<file path="src/hw/rtl/nbgf_pkg.sv">
// Shared constants, types and state codes for the n-body gravity integrator.
// No dependencies; used by nbgf_divroot and nbody_gravity_force_integrator.
package nbgf_pkg;

	localparam int FracBits  = 24;
	localparam int DataW     = 32;
	localparam int CfgW      = 24;
	localparam int AccW      = 48;
	localparam int DsqW      = 44;
	localparam int WideW     = 64;
	localparam int ShW       = WideW + FracBits;
	localparam int RootSteps = (DsqW + FracBits) / 2;
	localparam int DivSteps  = ShW;
	localparam int CntW      = $clog2(DivSteps + 1);

	localparam logic [WideW-1:0] QuotCap = WideW'(1) << 62;
	localparam logic [CfgW-1:0] SoftReset = CfgW'(16777);
	localparam logic [CfgW-1:0] DtReset   = CfgW'(167772);

	typedef enum logic {
		REG_SOFT = 1'b0,
		REG_DT   = 1'b1
	} reg_idx_t;

	typedef struct packed {
		logic start;
		logic is_root;
	} dr_cmd_t;

	typedef enum logic [14:0] {
		S_IDLE      = 15'b000000000000001,
		S_SQ_MUL    = 15'b000000000000010,
		S_SQ_ADD    = 15'b000000000000100,
		S_ROOT_GO   = 15'b000000000001000,
		S_ROOT_WAIT = 15'b000000000010000,
		S_MM_MUL    = 15'b000000000100000,
		S_DIV1_GO   = 15'b000000001000000,
		S_DIV1_WAIT = 15'b000000010000000,
		S_DIV2_GO   = 15'b000000100000000,
		S_DIV2_WAIT = 15'b000001000000000,
		S_ACC       = 15'b000010000000000,
		S_EU_HI     = 15'b000100000000000,
		S_EU_LO     = 15'b001000000000000,
		S_EU_ADD    = 15'b010000000000000,
		S_OUT       = 15'b100000000000000
	} state_t;

endpackage

</file>
<file path="src/hw/rtl/nbgf_divroot.sv">
// Iterative unit: restoring square root or capped scaled division, one bit a cycle.
// Depends on nbgf_pkg.
module nbgf_divroot (
	input  logic                          clk,
	input  logic                          arst_n,
	input  nbgf_pkg::dr_cmd_t             cmd,
	input  logic [nbgf_pkg::WideW-1:0]    num,
	input  logic [nbgf_pkg::WideW-1:0]    den,
	output logic                          busy,
	output logic [nbgf_pkg::WideW-1:0]    res
);

	logic [nbgf_pkg::ShW-1:0]   sh_q;
	logic [nbgf_pkg::WideW-1:0] rem_q, acc_q, den_q;
	logic [nbgf_pkg::CntW-1:0]  cnt_q;
	logic                       root_q;

	logic [nbgf_pkg::WideW-1:0] opa, opb, nrem, qn;
	logic                       ge;

	always_comb begin
		if (root_q) begin
			opa = {rem_q[nbgf_pkg::WideW-3:0], sh_q[nbgf_pkg::ShW-1 -: 2]};
			opb = {acc_q[nbgf_pkg::WideW-3:0], 2'b01};
		end else begin
			opa = {rem_q[nbgf_pkg::WideW-2:0], sh_q[nbgf_pkg::ShW-1]};
			opb = den_q;
		end
		ge   = opa >= opb;
		nrem = ge ? opa - opb : opa;
		qn   = {acc_q[nbgf_pkg::WideW-2:0], ge};
		if (!root_q && qn > nbgf_pkg::QuotCap) begin
			qn = nbgf_pkg::QuotCap;
		end
	end

	assign busy = cnt_q != '0;
	assign res  = acc_q;

	always_ff @(posedge clk or negedge arst_n) begin
		if (!arst_n) begin
			cnt_q  <= '0;
			root_q <= 1'b0;
		end else if (cmd.start) begin
			root_q <= cmd.is_root;
			cnt_q  <= cmd.is_root ? nbgf_pkg::CntW'(nbgf_pkg::RootSteps)
			                      : nbgf_pkg::CntW'(nbgf_pkg::DivSteps);
		end else if (busy) begin
			cnt_q <= cnt_q - 1'b1;
		end
	end

	always_ff @(posedge clk) begin
		if (cmd.start) begin
			rem_q <= '0;
			acc_q <= '0;
			den_q <= den;
			if (cmd.is_root) begin
				sh_q <= {num[nbgf_pkg::DsqW-1:0], {(nbgf_pkg::ShW-nbgf_pkg::DsqW){1'b0}}};
			end else begin
				sh_q <= {num, {nbgf_pkg::FracBits{1'b0}}};
			end
		end else if (busy) begin
			rem_q <= nrem;
			acc_q <= qn;
			sh_q  <= root_q ? {sh_q[nbgf_pkg::ShW-3:0], 2'b00}
			                : {sh_q[nbgf_pkg::ShW-2:0], 1'b0};
		end
	end

endmodule
</file>
<file path="config.mk">
export PLATFORM = sky130hd
export DESIGN_NAME = nbgf_divroot
export DESIGN_NICKNAME = d
export VERILOG_FILES = /design/src/hw/rtl/nbgf_pkg.sv /design/src/hw/rtl/nbgf_divroot.sv
export SDC_FILE = /design/constraint.sdc
export NUM_CORES = 1
export LEC_CHECK = 0
export BUFFER_PORTS_ARGS = -buffer_cell sky130_fd_sc_hd__clkbuf_2
export CORE_MARGIN = 2
export CORE_UTILIZATION = 35
export CTS_CLUSTER_SIZE = 40
export DETAILED_ROUTE_END_ITERATION = 7
export GPL_ROUTABILITY_DRIVEN = 0
export PLACE_DENSITY = 0.55
export SYNTH_ARGS = -nofsm -noshare
export SYNTH_HDL_FRONTEND = slang
export SYNTH_SLANG_ARGS = --single-unit
</file>
<file path="constraint.sdc">
create_clock -name clk -period 4.75 [get_ports clk]
set_clock_uncertainty 0.1 [all_clocks]
set_input_delay 0.95 -clock clk [delete_from_list [all_inputs] [get_ports clk]]
set_output_delay 0.95 -clock clk [all_outputs]
set_load 0.005 [all_outputs]
</file>
==> impl_metrics.py, run 1 <==
metrics = {
    "floorplanning": {
        "dieArea_um2": 46600,
        "rows": 77,
        "initial_core_util_pct": 35.5,
        "die_x_um": 216,
        "die_h_um": 216,
        "core_um2": 44200,
        "ioPinCount": 197,
    },
    "grt": {
        "busiest_layer": "met2",
        "globalRouteMet1Util_pct": 26.8,
        "overflow": 0,
        "first_global_vias": 12800,
        "antenna_found_initial": 1,
        "grt_use_met2_pct": 32.2,
        "grt.total_usage_pct": 19.3,
        "grt_start_max_net_pins": 73,
        "use_met3_pct": 2.28,
        "grt_pass1_wl_um": 72600,
    },
    "clock_network": {
        "cts_tree": "done",
        "cts.repair.resized": 0,
        "postCtsSetupBuffers": 0,
        "htree_num_levels": 1,
        "clock_latency_ps": 580,
        "cts.path.max_buffers": 3,
        "root_buffer": "clkbuf_16",
        "numCtsBuffers": 31,
        "numClockSinks": 263,
        "postCtsHoldBufs": 0,
        "clkTransAtPathRegs_ps": 60,
    },
    "setup_path": {
        "arrival_ps": 4800,
        "crit_fanout": 22,
        "crit_path_start_kind": "flip-flop",
        "critPathSlowestCell": "dfrtp_4",
        "path_delay_family": "compound AO/OA/AOI/OAI gates",
        "worst_setup_path_end_kind": "flip-flop",
        "required_ps": 5120,
        "cpPeakStageDelay_ps": 540,
        "worstSetupPathType": "flip-flop to flip-flop",
        "crit_chain": "buf_4 > mux2_2 > ha_1 > nand4_1 > nor3_1 > o21ai_1 > a31oi_2 > o21bai_1 > a2111o_1 > and2_2 > buf_4 > a21oi_1 > o21ai_1 > o211a_1",
        "path_buf_inv": 2,
    },
    "logic_synthesis": {
        "synthFlopType": "edfxtp_1",
        "synth_mux_area_share_pct": 10.4,
        "postSynthAreaPerCell_um2": 9.89,
        "synth.cell_area_um2": 15700,
        "synth-simple-area-share_pct": 11.5,
        "synth-seq-cells": 263,
        "synthDistinctLibCells": 78,
        "syn-num-nets": 1785,
        "synth_compound_gate_area_share_pct": 23.2,
        "synth_xor_area_share_pct": 3.29,
        "syn_inst": 1587,
        "synth-adder-area-share_pct": 5.31,
        "ys_warn_count": 0,
        "yosysSeqAreaShare_pct": 42.0,
        "async_flop_share_pct": 3.04,
        "synth_edf_count": 128,
        "synth_top_family_by_area": "compound AO/OA/AOI/OAI gates",
    },
    "route": {
        "drc": 0,
        "wl_per_cell_um": 19.7,
        "firstDrtPassIters": 5,
        "detail-route-antenna-nets": 0,
        "initialDrtViolationCount": 1066,
        "dr_total_vias": 13200,
        "drt-total-wl_um": 46300,
        "via_per_inst": 5.62,
    },
    "placement": {
        "place_inst": 2288,
        "dp_hpwl_um": 33400,
        "io_buffers": 196,
    },
    "cells_and_area": {
        "final_core_util_pct": 41.6,
        "syn2layout_area_growth_pct": 17.1,
        "fill_cells": 4375,
        "final_nets": 1927,
        "mostFrequentLayoutCells": "195 x clkbuf_2, 160 x nand2_1, 128 x edfxtp_1, 127 x dfxtp_1, 113 x a21oi_1",
        "layout-drive-gt1-share_pct": 21.2,
        "fin_cells": 2346,
        "final_common_cell": "clkbuf_2",
    },
    "min_path": {
        "min_path_type": "input port to asynchronous set/reset pin",
    },
    "power": {
        "switching_share_pct": 38.2,
        "p_comb_share_pct": 46.3,
        "clock_power_share_pct": 25.8,
        "leakage_nw": 7.94,
        "p_per_area_nw_per_um2": 568,
        "intPower_mw": 6.45,
        "pwr-share-seq_pct": 27.9,
        "vdd_ir_drop_max_uv": 339,
        "p_sw_mw": 3.99,
    },
    "sta": {
        "rsz0062_at_grt": "false",
        "hold_viol": 0,
        "fmax_mhz": 226,
        "fin_crit_sh_pct": 93.3,
        "setup-violations-final": 0,
        "maxSlewHeadroom_pct": 34.1,
        "setup_tns_ps": 0,
        "min_period_ps": 4430,
        "tightest_slew_ps": 986,
        "hold_ws_ps": 119,
        "drv_slew": 0,
    },
    "run": {
        "cap_viol_max_count": 0,
    },
    "outcome": {
        "status": "complete, no violations",
    },
}
-- power groups by stage --
stage	Sequential [mW]	Clock, mW	Combinational (mW)
after global routing	2.95	2.84	5.36
after CTS	2.91	2.77	4.83
after floorplan	2.88	0	3.66
final	2.91	2.69	4.84
after global placement	2.95	0	4.77
after detailed placement	2.95	0	4.79
-- cells in the mapped netlist (6+ instances only) --
| master | instances | area [um^2] |
|---|---|---|
| and3_1 | 9 | 56.3 |
| mux2_2 | 65 | 732 |
| a221o_1 | 37 | 370 |
| xor2_1 | 19 | 166 |
| o21a_1 | 9 | 67.6 |
| nand2b_1 | 8 | 50.1 |
| o211a_1 | 6 | 60.1 |
| buf_2 | 16 | 80.1 |
| a22o_1 | 100 | 876 |
| nor2_1 | 98 | 368 |
| a311oi_1 | 33 | 289 |
| nor4_1 | 17 | 106 |
| o211ai_1 | 9 | 67.6 |
| nand3_1 | 14 | 70.1 |
| nand4_1 | 27 | 169 |
| buf_6 | 13 | 146 |
| clkbuf_1 | 79 | 297 |
| nor2b_1 | 15 | 93.8 |
| a21o_1 | 29 | 218 |
| buf_1 | 12 | 45.0 |
| edfxtp_1 | 128 | 3840 |
| o21ai_0 | 71 | 355 |
| a31oi_1 | 7 | 43.8 |
| inv_1 | 21 | 78.8 |
| dfrtp_1 | 8 | 200 |
| a211oi_1 | 24 | 180 |
| a21oi_1 | 113 | 566 |
| o21ai_1 | 13 | 65.1 |
| and2_1 | 6 | 37.5 |
| xnor2_1 | 40 | 350 |
| nor3_1 | 18 | 90.1 |
| nand2_1 | 160 | 601 |
| ha_1 | 65 | 813 |
| dfxtp_1 | 127 | 2540 |
| mux2i_1 | 90 | 901 |
| o21bai_1 | 11 | 82.6 |
-- kinds of logic after synthesis --
logic type | count (synthesis)
compound gates | 508
xor+xnor | 59
simple gates | 391
mux | 155
flops | 263
buf+inv | 145
fa+ha+maj | 66
-- final timing paths --
kind | startpoint | to | slack [ps] | cells past startpoint
worst max register to register | root_q$_DFFE_PN0P_ | rem_q[49]$_SDFFE_PP0P_ | 320 | 14
worst min-delay path | arst_n | root_q$_DFFE_PN0P_ | 120 | 1
max in group asynchronous | arst_n | root_q$_DFFE_PN0P_ | 4220 | 1
worst max-delay path | root_q$_DFFE_PN0P_ | rem_q[49]$_SDFFE_PP0P_ | 320 | 14
min in group clk | rem_q[2]$_SDFFE_PP0P_ | rem_q[2]$_SDFFE_PP0P_ | 380 | 2
worst min register to register | rem_q[2]$_SDFFE_PP0P_ | rem_q[2]$_SDFFE_PP0P_ | 380 | 2
-- routing by layer --
metal	part of all wire (%)	wire length, um	vias to the layer above
li1	-	-	6350
met1	45	21000	6383
met2	47	21900	407
met3	5.4	2510	48
met4	1.8	854	0
met5	0	0	-
-- sequential cells by signal, summed over array words and instances (netlist names) --
| register | flops |
|---|---|
| cnt_q | 7 |
| den_q | 64 |
| rem_q | 63 |
| res | 64 |
| root_q | 1 |
| sh_q | 64 |
-- per-stage QoR --
stage               worst slack, ps  power, mW  cell area [um^2]
floorplan                       160       6.55             15700
global placement                436       7.72             17200
detailed placement              385       7.74             17200
CTS                             343       10.5             18400
global route                   51.9       11.2             18400
finish                          316       10.4             18400
-- worst register-to-register path, cell delays in order, from the launching register on --
cell and delay [ps]:
dfrtp_4 540, buf_4 360, mux2_2 410, ha_1 410
nand4_1 170, nor3_1 310, o21ai_1 140, a31oi_2 270
o21bai_1 150, a2111o_1 460, and2_2 360, buf_4 270
a21oi_1 170, o21ai_1 80, o211a_1 120
-- final cells by class --
| cell class | instances | area (um^2) | share of cell area (%) |
|---|---|---|---|
| flip-flops and latches | 263 | 6590 | 35.9 |
| repair buffers | 232 | 1330 | 7.25 |
| clock buffers | 42 | 868 | 4.72 |
| inverters | 22 | 82.6 | 0.449 |
| clock inverters | 15 | 284 | 1.55 |
| well taps | 592 | 741 | 4.03 |
| multi-input cells | 1179 | 8480 | 46.1 |
| diodes | 1 | 2.50 | 0.0136 |
Power figures use the tool's default switching activity.
==> run 2, diff against run 1 <==
PLACE_DENSITY = 0.53   (was 0.55)
clock period = 4.8 ns   (was 4.75 ns; I/O delays follow)
==> impl_metrics.py, run 2 (same netlist as run 1, synthesis figures left out) <==
metrics = {
    "outcome": {
        "status": "complete, no violations",
    },
    "floorplanning": {
        "ioPinCount": 197,
        "dieArea_um2": 46600,
        "die_h_um": 216,
        "initial_core_util_pct": 35.5,
        "die_x_um": 216,
        "rows": 77,
        "core_um2": 44200,
    },
    "cells_and_area": {
        "mostFrequentLayoutCells": "195 x clkbuf_2, 160 x nand2_1, 128 x edfxtp_1, 127 x dfxtp_1, 113 x a21oi_1",
        "layout-drive-gt1-share_pct": 20.7,
        "final_common_cell": "clkbuf_2",
        "final_nets": 1921,
        "fin_cells": 2341,
        "syn2layout_area_growth_pct": 15.9,
    },
    "setup_path": {
        "reg2reg_slack_ps": 310,
        "crit_fanout": 30,
        "critPathSlowestCell": "a2111o_1",
        "r2r_start": "root_q$_DFFE_PN0P_",
        "required_ps": 5140,
        "crit_path_start_kind": "flip-flop",
        "r2r_cells": 14,
        "worst_setup_path_end_kind": "flip-flop",
        "arrival_ps": 4830,
        "worstSetupPathType": "flip-flop to flip-flop",
        "cpPeakStageDelay_ps": 490,
        "crit_chain": "buf_12 > buf_4 > mux2i_1 > ha_1 > nand4_1 > nor4_4 > nand3b_1 > o21bai_1 > a2111o_1 > and2_2 > buf_4 > and3_1 > a21oi_1 > o22ai_1",
        "cpMostUsedCell": "buf_4",
        "reg2reg_to": "rem_q[52]$_SDFFE_PP0P_",
    },
    "power": {
        "total_power_mw": 10.0,
        "vdd_ir_drop_max_uv": 332,
        "p_per_area_nw_per_um2": 551,
        "leakage_nw": 7.84,
    },
    "route": {
        "via_per_inst": 5.63,
        "detail-route-antenna-nets": 0,
        "firstDrtPassIters": 7,
        "drt-total-wl_um": 46900,
        "wl_per_cell_um": 20.0,
        "drc": 0,
        "dr_total_vias": 13200,
        "initialDrtViolationCount": 916,
    },
    "grt": {
        "grt_pass1_wl_um": 72700,
        "antenna_found_initial": 1,
        "first_global_vias": 12700,
        "grt.total_usage_pct": 19.5,
        "grt_start_max_net_pins": 89,
        "overflow": 0,
    },
    "min_path": {
        "min_path_type": "input port to asynchronous set/reset pin",
    },
    "sta": {
        "min_period_ps": 4490,
        "maxSlewHeadroom_pct": 37.0,
        "fin_crit_sh_pct": 93.6,
        "drv_slew": 0,
        "rsz0062_at_grt": "false",
        "fmax_mhz": 223,
        "tightest_slew_ps": 936,
        "hold_viol": 0,
        "setup-violations-final": 0,
        "setup_tns_ps": 0,
    },
    "placement": {
        "io_buffers": 196,
        "place_inst": 2282,
        "dp_hpwl_um": 33200,
    },
    "clock_network": {
        "numClockSinks": 263,
        "postCtsSetupBuffers": 0,
        "numCtsBuffers": 31,
        "postCtsHoldBufs": 0,
        "htree_num_levels": 1,
        "cts_tree": "done",
        "clkTransAtPathRegs_ps": 60,
        "cts.path.max_buffers": 3,
        "clock_latency_ps": 590,
        "root_buffer": "clkbuf_16",
        "cts.repair.resized": 0,
    },
    "run": {
        "cap_viol_max_count": 0,
    },
}
[run 2: final cells by class]
cell class                      instances  area [um^2]
Inverter                               22         82.6
Multi-Input combinational cell       1179         8470
Clock inverter                         11          143
Fill cell                            4387        26000
Tap cell                              592          741
Timing Repair Buffer                  226         1270
Antenna cell                            1         2.50
Clock buffer                           47          887
Sequential cell                       263         6590
[run 2: worst max path at each step]
| stage | startpoint | end | slack [ps] | cells after the start |
|---|---|---|---|---|
| CTS | root_q$_DFFE_PN0P_ | rem_q[52]$_SDFFE_PP0P_ | 270 | 14 |
| floorplan | root_q$_DFFE_PN0P_ | rem_q[58]$_SDFFE_PP0P_ | 210 | 16 |
| detailed placement | root_q$_DFFE_PN0P_ | rem_q[52]$_SDFFE_PP0P_ | 290 | 14 |
| finish | root_q$_DFFE_PN0P_ | rem_q[52]$_SDFFE_PP0P_ | 310 | 14 |
| global route | root_q$_DFFE_PN0P_ | rem_q[55]$_SDFFE_PP0P_ | 90 | 14 |
| global placement | root_q$_DFFE_PN0P_ | rem_q[52]$_SDFFE_PP0P_ | 320 | 14 |
[run 2: power breakdown]
part	internal (mW)	switching [mW]
Sequential	2.69	0.194
Clock	1.43	0.968
Combinational	1.97	2.77
[run 2: critical path, delay by kind of cell (launching register included)]
family / cells / cell delay (ps)
compound gates: 4 / 970
fa+ha+maj: 1 / 340
buf+inv: 3 / 800
flops: 1 / 460
mux: 1 / 360
simple gates: 5 / 1300
[run 2: stage by stage]
stage               cell area [um^2]  setup WS, ps  hold slack (ps)  util, %
finish                         18200           308              113     41.1
global route                   18200          92.8              110     41.1
CTS                            18200           265             95.0     41.1
detailed placement             17200           287              365     38.8
global placement               17200           318              369     38.8
floorplan                      15700           210              343        -
[run 2: metal layers]
metal  vias to the layer above  wire length [um]  track usage, %
li1                       6348                 -               -
met1                      6344             21600            26.8
met2                       411             21100            31.4
met3                        64              2870            3.51
met4                         2              1360            5.75
met5                         -                13               0
